## src/rtl/windowed_rms_meter_defines.svh

```systemverilog
// Assertion macros for the windowed RMS meter.
`ifndef WINDOWED_RMS_METER_DEFINES_SVH
`define WINDOWED_RMS_METER_DEFINES_SVH

// Check that a condition implies another in the same cycle.
`define WRM_ASSERT_SAME(label, clk, rst_n, ante, cons, msg) \
	label: assert property (@(posedge clk) disable iff (!rst_n) (ante) |-> (cons)) \
		else $error(msg);

// Check that a condition implies another in the next cycle.
`define WRM_ASSERT_NEXT(label, clk, rst_n, ante, cons, msg) \
	label: assert property (@(posedge clk) disable iff (!rst_n) (ante) |=> (cons)) \
		else $error(msg);

`endif

```

## src/rtl/wrm_pkg.sv

```systemverilog
package wrm_pkg;

	// Fixed field widths
	localparam int unsigned SAMPLE_BITS    = 16;
	localparam int unsigned GOAL_BITS      = 31;
	localparam int unsigned SUM_OUT_BITS   = 61;
	localparam int unsigned MEAN_BITS      = 31;
	localparam int unsigned RMS_BITS       = 16;
	localparam int unsigned COUNT_BITS_DEF = 31;

	// Sequencer step counts
	localparam int unsigned STEP_BITS  = 5;
	localparam int unsigned DIV_STEPS  = MEAN_BITS;
	localparam int unsigned SQRT_STEPS = RMS_BITS;

	// Goal value that disarms the window
	localparam logic [GOAL_BITS-1:0] IDLE_GOAL = 31'd2000000000;

	typedef enum logic {
		OP_SAMPLE = 1'b0,
		OP_GOAL   = 1'b1
	} op_t;

	typedef enum logic [2:0] {
		ST_IDLE,
		ST_SQUARE,
		ST_ACCUM,
		ST_PREP,
		ST_DIV,
		ST_SQRT,
		ST_EMIT
	} state_t;

	typedef struct packed {
		op_t                           operation;
		logic signed [SAMPLE_BITS-1:0] sample;
		logic [GOAL_BITS-1:0]          goal;
	} in_word_t;

	typedef struct packed {
		logic [SUM_OUT_BITS-1:0] sum_of_squares;
		logic [GOAL_BITS-1:0]    sample_count;
		logic [MEAN_BITS-1:0]    mean_square;
		logic [RMS_BITS-1:0]     rms;
	} out_word_t;

endpackage

```

## src/rtl/wrm_alu.sv

```systemverilog
// Shared compare-and-subtract unit for restoring divide and square root steps.
module wrm_alu #(
	parameter int unsigned W = 32
) (
	input  logic [W-1:0] a,
	input  logic [W-1:0] b,
	output logic [W-1:0] diff,
	output logic         ge
);

	logic [W:0] full;

	// Subtract with one guard bit; no borrow means a >= b
	assign full = {1'b0, a} - {1'b0, b};
	assign diff = full[W-1:0];
	assign ge   = ~full[W];

endmodule

```

## src/rtl/windowed_rms_meter.sv

```systemverilog
// Channel | Direction | Handshake               | Word
// in      | input     | in_valid / in_ready     | wrm_pkg::in_word_t (operation, sample, goal)
// out     | output    | out_valid / out_ready   | wrm_pkg::out_word_t (sum, count, mean, rms)
// cfg     | input     | cfg_valid / cfg_ready   | cfg_data: continuous_mode
//
// A sample passes through accept, square and accumulate; a goal word with no report ends at accept.
// A report adds a prep step, 31 divide steps, 16 square root steps and an emit step;
// the divide and square root steps all run on the one shared compare-and-subtract unit.
// Reset clears sum and count, sets the goal to 2000000000 and continuous mode to 1.
// A report waits in the emit state while the output register still holds an untaken word.
`include "windowed_rms_meter_defines.svh"

module windowed_rms_meter #(
	parameter int unsigned COUNT_BITS = wrm_pkg::COUNT_BITS_DEF
) (
	input  logic               clk,
	input  logic               arst_n,
	input  logic               in_valid,
	output logic               in_ready,
	input  wrm_pkg::in_word_t  in_data,
	output logic               out_valid,
	input  logic               out_ready,
	output wrm_pkg::out_word_t out_data,
	input  logic               cfg_valid,
	output logic               cfg_ready,
	input  logic               cfg_data
);

	localparam int unsigned SUM_BITS = COUNT_BITS + 30;
	localparam int unsigned AW       = (COUNT_BITS + 1 > 19) ? COUNT_BITS + 1 : 19;

	wrm_pkg::state_t state_q, state_d;

	logic                              cont_q;
	logic [wrm_pkg::GOAL_BITS-1:0]     goal_q;
	logic [SUM_BITS-1:0]               sum_q;
	logic [COUNT_BITS-1:0]             cnt_q;
	logic                              out_valid_q;
	wrm_pkg::out_word_t                out_q;

	wrm_pkg::in_word_t                 item_q;
	logic [30:0]                       sq_q;
	logic [AW-1:0]                     rem_q;
	logic [wrm_pkg::MEAN_BITS-1:0]     dq_q;
	logic [2*wrm_pkg::RMS_BITS-1:0]    shf_q;
	logic [wrm_pkg::RMS_BITS-1:0]      root_q;
	logic [wrm_pkg::STEP_BITS-1:0]     step_q;

	logic                              in_acc;
	logic                              emit_go;
	logic                              cnt_full;
	logic                              goal_report;
	logic                              goal_hit;
	logic [COUNT_BITS-1:0]             cnt_inc;
	logic [wrm_pkg::SAMPLE_BITS-1:0]   mag;
	logic [2*wrm_pkg::SAMPLE_BITS-1:0] prod;
	logic [AW-1:0]                     alu_a, alu_b, alu_diff;
	logic                              alu_ge;

	wrm_alu #(
		.W(AW)
	) u_alu (
		.a    (alu_a),
		.b    (alu_b),
		.diff (alu_diff),
		.ge   (alu_ge)
	);

	// Status decode
	assign in_acc      = in_valid && in_ready;
	assign cnt_full    = (cnt_q == {COUNT_BITS{1'b1}});
	assign goal_report = cont_q && (cnt_q != '0);
	assign cnt_inc     = cnt_q + 1'b1;
	assign goal_hit    = (wrm_pkg::GOAL_BITS'(cnt_inc) == goal_q);
	assign cfg_ready   = 1'b1;
	assign out_valid   = out_valid_q;
	assign out_data    = out_q;

	// Magnitude and square of the held sample
	assign mag  = item_q.sample[wrm_pkg::SAMPLE_BITS-1] ?
		wrm_pkg::SAMPLE_BITS'(-item_q.sample) : wrm_pkg::SAMPLE_BITS'(item_q.sample);
	assign prod = mag * mag;

	// Next state
	always_comb begin
		state_d = state_q;
		case (state_q)
			wrm_pkg::ST_IDLE: begin
				if (in_acc) begin
					if (in_data.operation == wrm_pkg::OP_GOAL) begin
						state_d = goal_report ? wrm_pkg::ST_PREP : wrm_pkg::ST_IDLE;
					end else if (!cnt_full) begin
						state_d = wrm_pkg::ST_SQUARE;
					end
				end
			end
			wrm_pkg::ST_SQUARE: state_d = wrm_pkg::ST_ACCUM;
			wrm_pkg::ST_ACCUM:  state_d = goal_hit ? wrm_pkg::ST_PREP : wrm_pkg::ST_IDLE;
			wrm_pkg::ST_PREP:   state_d = wrm_pkg::ST_DIV;
			wrm_pkg::ST_DIV: begin
				if (step_q == '0) begin
					state_d = wrm_pkg::ST_SQRT;
				end
			end
			wrm_pkg::ST_SQRT: begin
				if (step_q == '0) begin
					state_d = wrm_pkg::ST_EMIT;
				end
			end
			wrm_pkg::ST_EMIT: begin
				if (emit_go) begin
					state_d = wrm_pkg::ST_IDLE;
				end
			end
			default: state_d = wrm_pkg::ST_IDLE;
		endcase
	end

	// Sequencer outputs: handshake and shared unit operands
	always_comb begin
		in_ready = 1'b0;
		emit_go  = 1'b0;
		alu_a    = '0;
		alu_b    = '0;
		case (state_q)
			wrm_pkg::ST_IDLE: in_ready = 1'b1;
			wrm_pkg::ST_DIV: begin
				alu_a = {rem_q[AW-2:0], dq_q[wrm_pkg::MEAN_BITS-1]};
				alu_b = AW'(cnt_q);
			end
			wrm_pkg::ST_SQRT: begin
				alu_a = {rem_q[AW-3:0], shf_q[2*wrm_pkg::RMS_BITS-1 -: 2]};
				alu_b = AW'({root_q, 2'b01});
			end
			wrm_pkg::ST_EMIT: emit_go = !out_valid_q || out_ready;
			default: begin
				in_ready = 1'b0;
			end
		endcase
	end

	// Control and window state
	always_ff @(posedge clk or negedge arst_n) begin
		if (!arst_n) begin
			state_q     <= wrm_pkg::ST_IDLE;
			cont_q      <= 1'b1;
			goal_q      <= wrm_pkg::IDLE_GOAL;
			sum_q       <= '0;
			cnt_q       <= '0;
			out_valid_q <= 1'b0;
		end else begin
			state_q <= state_d;
			if (cfg_valid && cfg_ready) begin
				cont_q <= cfg_data;
			end
			// Hold the output word until taken; load a new report over a taken one
			if (emit_go) begin
				out_valid_q <= 1'b1;
			end else if (out_valid_q && out_ready) begin
				out_valid_q <= 1'b0;
			end
			// Goal word with no pending report: restart the window at once
			if (state_q == wrm_pkg::ST_IDLE && in_acc &&
				in_data.operation == wrm_pkg::OP_GOAL && !goal_report) begin
				sum_q  <= '0;
				cnt_q  <= '0;
				goal_q <= in_data.goal;
			end
			// Accumulate one square
			if (state_q == wrm_pkg::ST_ACCUM) begin
				sum_q <= sum_q + SUM_BITS'(sq_q);
				cnt_q <= cnt_inc;
			end
			// Deliver report, clear window, rearm or disarm goal
			if (emit_go) begin
				sum_q <= '0;
				cnt_q <= '0;
				if (item_q.operation == wrm_pkg::OP_GOAL) begin
					goal_q <= item_q.goal;
				end else if (!cont_q) begin
					goal_q <= wrm_pkg::IDLE_GOAL;
				end
			end
		end
	end

	// Working registers: held input word, square, divide and square root, output word
	always_ff @(posedge clk) begin
		if (in_acc) begin
			item_q <= in_data;
		end
		case (state_q)
			wrm_pkg::ST_SQUARE: sq_q <= prod[30:0];
			wrm_pkg::ST_PREP: begin
				rem_q  <= AW'(sum_q >> wrm_pkg::MEAN_BITS);
				dq_q   <= sum_q[wrm_pkg::MEAN_BITS-1:0];
				step_q <= wrm_pkg::STEP_BITS'(wrm_pkg::DIV_STEPS - 1);
			end
			wrm_pkg::ST_DIV: begin
				dq_q <= {dq_q[wrm_pkg::MEAN_BITS-2:0], alu_ge};
				// Last quotient bit: hand the mean to the root stage
				if (step_q == '0) begin
					rem_q  <= '0;
					root_q <= '0;
					shf_q  <= {1'b0, dq_q[wrm_pkg::MEAN_BITS-2:0], alu_ge};
					step_q <= wrm_pkg::STEP_BITS'(wrm_pkg::SQRT_STEPS - 1);
				end else begin
					rem_q  <= alu_ge ? alu_diff : alu_a;
					step_q <= step_q - 1'b1;
				end
			end
			wrm_pkg::ST_SQRT: begin
				rem_q  <= alu_ge ? alu_diff : alu_a;
				root_q <= {root_q[wrm_pkg::RMS_BITS-2:0], alu_ge};
				shf_q  <= {shf_q[2*wrm_pkg::RMS_BITS-3:0], 2'b00};
				step_q <= step_q - 1'b1;
			end
			default: begin
				step_q <= step_q;
			end
		endcase
		if (emit_go) begin
			out_q.sum_of_squares <= wrm_pkg::SUM_OUT_BITS'(sum_q);
			out_q.sample_count   <= wrm_pkg::GOAL_BITS'(cnt_q);
			out_q.mean_square    <= dq_q;
			out_q.rms            <= root_q;
		end
	end

	// Checks
	`WRM_ASSERT_SAME(a_count_below_goal, clk, arst_n, (state_q == wrm_pkg::ST_IDLE && goal_q != '0), (wrm_pkg::GOAL_BITS'(cnt_q) != goal_q), "window count reached goal without a report")
	`WRM_ASSERT_SAME(a_div_rem_bound, clk, arst_n, (state_q == wrm_pkg::ST_DIV), (rem_q < AW'(cnt_q)), "divide remainder not below count")
	`WRM_ASSERT_NEXT(a_emit_clears, clk, arst_n, emit_go, (out_valid_q && cnt_q == '0 && sum_q == '0), "report did not clear the window")

endmodule
```

## config.mk

```make
export PLATFORM = sky130hd
export DESIGN_NAME = windowed_rms_meter
export DESIGN_NICKNAME = d
export VERILOG_FILES = /design/src/rtl/wrm_pkg.sv /design/src/rtl/wrm_alu.sv /design/src/rtl/windowed_rms_meter.sv
export VERILOG_INCLUDE_DIRS = /design/src /design/src/rtl
export SDC_FILE = /design/constraint.sdc
export NUM_CORES = 1
export LEC_CHECK = 0
export BUFFER_PORTS_ARGS = -buffer_cell sky130_fd_sc_hd__clkbuf_2
export CAP_MARGIN = 5
export CORE_MARGIN = 2
export CORE_UTILIZATION = 41
export CTS_CLUSTER_DIAMETER = 100
export DETAILED_ROUTE_END_ITERATION = 8
export PLACE_DENSITY_LB_ADDON = 0.1
export SYNTH_ARGS = -nofsm -noshare
export SYNTH_HDL_FRONTEND = slang
export SYNTH_SLANG_ARGS = --single-unit
```

## constraint.sdc

```tcl
create_clock -name clk -period 10.8 [get_ports clk]
set_clock_uncertainty 0.15 [all_clocks]
set_input_delay 2.16 -clock clk [delete_from_list [all_inputs] [get_ports clk]]
set_output_delay 2.16 -clock clk [all_outputs]
set_load 0.03 [all_outputs]
```

### Word-level counts from Yosys, hierarchy flattened

Index checks and enable logic that the tools add are counted.

| storage, ports and cells | value |
|---|---|
| register bits | 461 |
| bits of input ports | 54 |
| output and inout bits | 142 |
| word-level logic and storage cells | 94 |

| cells by class | value |
|---|---|
| add/subtract/negate cells | 5 |
| multiply operators | 1 |
| equal/unequal tests | 13 |
| muxes and demuxes | 36 |
| bitwise operators | 1 |
| reduce and logical (&&, ||, !) cells | 19 |

Operators with widths:

| operator | number |
|---|---|
| $mux W31 | 9 |
| $mux W61 | 3 |
| $pmux W32 S2 | 2 |
| $pmux W31 S2 | 2 |
| $pmux W31 S3 | 1 |
| $add A61 B31 Y61 | 1 |
| $sub A32 B31 Y33 | 1 |
| $mux W16 | 2 |
| $mux W32 | 1 |
| $pmux W16 S2 | 1 |
| $add A31 B1 Y31 const B | 1 |
| $eq A31 B31 Y1 | 1 |
| $eq A31 B31 Y1 const B | 1 |
| $mul A16 B16 Y31 | 1 |
| $reduce_bool A31 Y1 | 1 |
| $pmux W3 S7 | 1 |
| $mux W3 | 6 |
| $neg A16 Y16 | 1 |
| $pmux W5 S3 | 1 |
| $eq A3 B3 Y1 const B | 3 |
| $ne A2 B2 Y1 const B | 4 |
| $eq A3 B2 Y1 const B | 2 |
| $logic_and A1 B1 Y1 | 6 |
| $reduce_bool A2 Y1 | 3 |
| 14 further kinds | 20 |

### Logic depth before layout (Yosys ltp)

| depth | value |
|---|---|
| depth in word-level cells | 10 |
| mapped depth | 32 |
| mapped depth without buffers | 30 |

### By module

Synthesis repeated with hierarchy kept, for this count alone.

| second synthesis, totals | value |
|---|---|
| cell total of the unflattened synthesis | 2886 |
| area, all modules | 30255.3 sq um |

By module, submodules not included:

| module | instances | cells each | area an instance (sq um) | seq. area each (sq um) |
|---|---|---|---|---|
| windowed_rms_meter | 1 | 2584 | 28273.4 | 13190.2 |
| wrm_alu | 1 | 302 | 1981.9 | 0.0 |

### Least setup slack after synthesis

Ideal clock, no wire load.

| timing | value |
|---|---|
| path type | input port to flip-flop |
| from | in out_ready |
| to | reg goal_q[15] in the netlist's numbering |
| arrival | 7.776 ns |
| data required time | 10.577 ns |
| setup slack | 2.801 ns |
| stages on the path | 6 |
| path through | nand2b_1 nor2b_1 clkbuf_1 o21ai_0 clkbuf_1 a21oi_1 |

| between the ends | value |
|---|---|
| word-level cells in the longest chain between the ends | 3 |

Ends and longest elaborated chain:

| element | line | text |
|---|---|---|
| start: declaration | windowed_rms_meter.sv:22 | `input logic out_ready,` |
| $logic_or A1 B1 Y1 | windowed_rms_meter.sv:135 | `wrm_pkg::ST_EMIT: emit_go = !out_valid_q \|\| out_ready;` |
| $mux W1 | windowed_rms_meter.sv:125 | `case (state_q)` |
| named net emit_go | windowed_rms_meter.sv:50 | `logic emit_go;` |
| $mux W31 | windowed_rms_meter.sv:175 | `if (emit_go) begin` |
| end signal: assignment | windowed_rms_meter.sv:147 | `goal_q <= wrm_pkg::IDLE_GOAL;` |
| end signal: assignment | windowed_rms_meter.sv:179 | `goal_q <= item_q.goal;` |
| end signal: assignment | windowed_rms_meter.sv:181 | `goal_q <= wrm_pkg::IDLE_GOAL;` |
| end: declaration | windowed_rms_meter.sv:35 | `logic [wrm_pkg::GOAL_BITS-1:0] goal_q;` |

The timed path passes the listed nets, and every way through them passes these cells.
A chain may end at the register's enable or synchronous reset.

### Worst setup path in the final report

| timing | value |
|---|---|
| from | reg item_q[31] in the netlist's numbering |
| to | reg sq_q[30], data pin |

| between the ends | value |
|---|---|
| word-level cells in the longest chain between the ends | 3 |

Ends and longest elaborated chain:

| element | line | text |
|---|---|---|
| start: declaration | windowed_rms_meter.sv:41 | `wrm_pkg::in_word_t item_q;` |
| start signal: assignment | windowed_rms_meter.sv:190 | `item_q <= in_data;` |
| $neg A16 Y16 | windowed_rms_meter.sv:81 | `wrm_pkg::SAMPLE_BITS'(-item_q.sample) : wrm_pkg::SAMPLE_BITS'(item_q.sample);` |
| $mux W16 * | windowed_rms_meter.sv:80 | `assign mag = item_q.sample[wrm_pkg::SAMPLE_BITS-1] ?` |
| $mul A16 B16 Y31 * | windowed_rms_meter.sv:82 | `assign prod = mag * mag;` |
| named net prod, one bit | windowed_rms_meter.sv:56 | `logic [2*wrm_pkg::SAMPLE_BITS-1:0] prod;` |
| end signal: assignment | windowed_rms_meter.sv:193 | `wrm_pkg::ST_SQUARE: sq_q <= prod[30:0];` |
| end: declaration | windowed_rms_meter.sv:42 | `logic [30:0] sq_q;` |

Mark *: on every way through the listed nets, which the timed path passes. The rest lies on a longest branch.

==> impl_metrics.csv <==
group,metric,value,unit
worst_setup_path,worst_setup_path_end,"sq_q[30]",
worst_setup_path,crit_end_category,"flop",
sta,max_slew_vio_count,0,
sta,post-route-min-period,8.73,ns
cells_and_area,syn_to_final_growth,13.5,%
detailed_routing,firstDrtPassIters,5,
worst_setup_path,timing_worst_setup_path_type,"reg2reg",
global_routing,largest_net_degree_at_the_start_of_global_routing,145,
synth,post_synth_inst_count,2700,
detailed_routing,detail_route.vias_per_cell,5.21,
worst_setup_path,cp.required,10.99,ns
cells_and_area,final_core_utilization,47.1,%
cells_and_area,multi_input_comb_area,0.0145,mm²
placed_design,detailed_place_hpwl,55900,µm
clock_tree,path_clk_slew,0.06,ns
clock_tree,clockBufferDepth,3,
synth,synth-seq-area-share,45.4,%
global_routing,number_of_global_route_vias_before_repair,20211,
worst_setup_path,critPathLaunchType,"flop",
floorplan,die_w,270,µm
worst_setup_path,crit_path_max_fanout,17,
clock_tree,post_cts.repair.setup_buffers,0,
detailed_routing,detail_route.wirelength,73900,µm
synth,synth.cell_area,0.0290,mm²
clock_tree,post_cts_hold_buffer_count,0,
sta,period_share,80.9,%
cells_and_area,n_antenna_cell,0,
placed_design,routabilityCongestion,0.877,
hold_path,min-delay-path-class,"reg2reg",
clock_tree,insertion_delay,0.61,ns
clock_tree,cts_tree,"built",
global_routing,grt_remaining_overflow,0,
cells_and_area,drive_above_1_share,13.5,%
synth,ys_top_cells_by_area,"edfxtp_1, fa_1, dfrtp_1",
cells_and_area,fin_nets,3271,
sta,worst_slew_margin_rel,23.2,%
detailed_routing,drt_iter0_markers,1326,
synth,synth-edff-count,332,
sta,setup_viol_count_final,0,
worst_setup_path,r2r_cells,26,
sta,fin_setup_tns,0,ns
global_routing,first_pass_grt_wire_length,117000,µm
detailed_routing,antenna_left,0,
clock_tree,cts_inserted_buffers,53,
sta,worst-slew-pin-transition,1.12,ns
floorplan,std_cell_rows,97,
synth,synth_top_cell_area_share,34.3,%
synth,postSynthAreaPerCell,10.8,µm²
clock_tree,cts_resized,0,
floorplan,die_height,270,µm
cells_and_area,fill_cells,6509,
clock_tree,cts.sink_count,460,
detailed_routing,vias,20197,
synth,synth_area_leader_cell,"edfxtp_1",
sta,final-hold-violation-count,0,
worst_setup_path,reg2reg_from,"item_q[31]",
worst_setup_path,reg2reg_setup_slack,2.07,ns
outcome,run_status,"finished, final reports clean",
floorplan,initial_core_utilization,41.5,%
floorplan,dieArea,0.0729,mm²
synth,synth_ff_type,"edfxtp_1",
job,max_cap_violations,0,
detailed_routing,remaining_drcs,0,
synth,async_reset_ff_share,27.8,%
synth,ys.warnings.count,0,
worst_setup_path,cp_data_arrival_time,8.92,ns
floorplan,ios,196,
clock_tree,clock-root-buffer,"clkbuf_16",
clock_tree,ctsHtreeMaxLevel,2,
global_routing,antenna_violations_before_repair,0,
cells_and_area,seq_area,0.0132,mm²
placed_design,port-buffer-count,194,
detailed_routing,wire_per_inst,19.1,µm
floorplan,core_area,0.0700,mm²
sta,rsz0062_at_grt,"no",
worst_setup_path,startpoint,"item_q[31]",
global_routing,globalRouteTotalUtil,20.2,%
sta,fmax,115,MHz
synth,synthDistinctLibCells,82,
worst_setup_path,timing.rr.end,"sq_q[30]",
synth,synth-seq-cells,460,
-- worst min path at each step --
stage	start	endpoint	slack (ns)	cells after the start
detailed placement	root_q[12]	out_data[12]	0.28	0
global placement	item_q[6]	goal_q[6]	0.28	2
finish	root_q[12]	out_data[12]	0.29	0
global route	root_q[10]	out_data[10]	0.31	0
floorplan	root_q[0]	out_data[0]	0.27	0
CTS	root_q[12]	out_data[12]	0.30	0
-- flip-flops by register name, summed over array words and instances (netlist names), 31 cells and up --
name / count
rem_q: 31
dq_q: 31
shf_q: 32
item_q: 48
goal_q: 31
cnt_q: 31
out_data: 139
sum_q: 61
-- final cells by class --
class	instances	share of cell area, %
tap	940	3.57
multi-input combinational	1875	44.1
inverter	281	3.20
clock inverter	31	1.05
clock buffer	68	4.44
timing repair buffer	220	3.59
sequential	460	40.0
-- cell usage after synthesis (60+ instances only) --
library cell	number
edfxtp_1	332
fa_1	166
nand3_1	77
xnor2_1	98
mux2i_1	80
dfrtp_1	114
nand2_1	333
inv_1	274
o21ai_0	166
a21oi_1	123
clkbuf_1	63
xor2_1	60
nor2_1	189
ha_1	160
-- cells by family (layout without fill, tap and decap cells) --
logic type	after synthesis	in the layout	share of synthesized area, %
buf+inv	375	600	4.94
fa+ha+maj	326	326	18.3
other cells	2	12	0.0259
mux	115	115	4.12
compound gates	481	481	10.2
xor+xnor	158	158	4.77
flops	460	460	45.4
simple gates	783	783	12.2
-- per-stage QoR --
step	cell area (µm²)	setup slack (ns)	cells	hold slack (ns)
final	33000	2.07	3875	0.294
after global routing	33000	1.44	3875	0.310
after CTS	33000	2.04	3875	0.297
after detailed placement	31200	2.07	3776	0.279
after global placement	31200	2.28	3776	0.277
after floorplan	29100	2.80	2710	0.268
-- placed cells by master (no fill, tap or decap), drive strengths merged, types with 10 or more instances in the layout --
| cell | instances |
|---|---|
| a211oi | 10 |
| a21o | 46 |
| a21oi | 123 |
| a31oi | 17 |
| and2 | 12 |
| and3 | 44 |
| buf | 27 |
| clkbuf | 261 |
| clkinv | 24 |
| conb | 12 |
| dfrtp | 114 |
| dfstp | 14 |
| edfxtp | 332 |
| fa | 166 |
| ha | 160 |
| inv | 279 |
| mux2 | 35 |
| mux2i | 80 |
| nand2 | 333 |
| nand2b | 19 |
| nand3 | 78 |
| nand4 | 26 |
| nor2 | 189 |
| nor2b | 14 |
| nor3 | 28 |
| nor4 | 14 |
| o211ai | 14 |
| o21a | 10 |
| o21ai | 173 |
| o21bai | 10 |
| o31ai | 24 |
| xnor2 | 98 |
| xor2 | 60 |
-- critical path, cell delays in order (launching register included) --
cell and delay (ns):
edfxtp_1 0.47, inv_1 0.49, ha_1 0.32, nand4b_1 0.17, o21ai_0 0.28, xor2_1 0.50, clkinv_1 0.49, nand2_1 0.26
fa_1 0.45, fa_1 0.50, inv_1 0.06, fa_1 0.42, fa_1 0.48, fa_1 0.49, inv_1 0.05, fa_1 0.52
inv_1 0.04, ha_1 0.38, a211oi_1 0.29, and4b_1 0.26, a21oi_1 0.09, o31a_1 0.38, a21oi_1 0.27, a21oi_1 0.11
a211o_1 0.28, a21oi_1 0.17, xnor2_1 0.10
-- metal layers --
metal / part of all wire, % / global-route usage, %
met1: 49 / 30.3
met5: 0 / 0
met2: 44 / 30.7
met4: 2.3 / 5.16
met3: 4.6 / 2.84
Power is not shown: default switching activity piles up to over one toggle a cycle in this logic, so the estimate is an artifact.
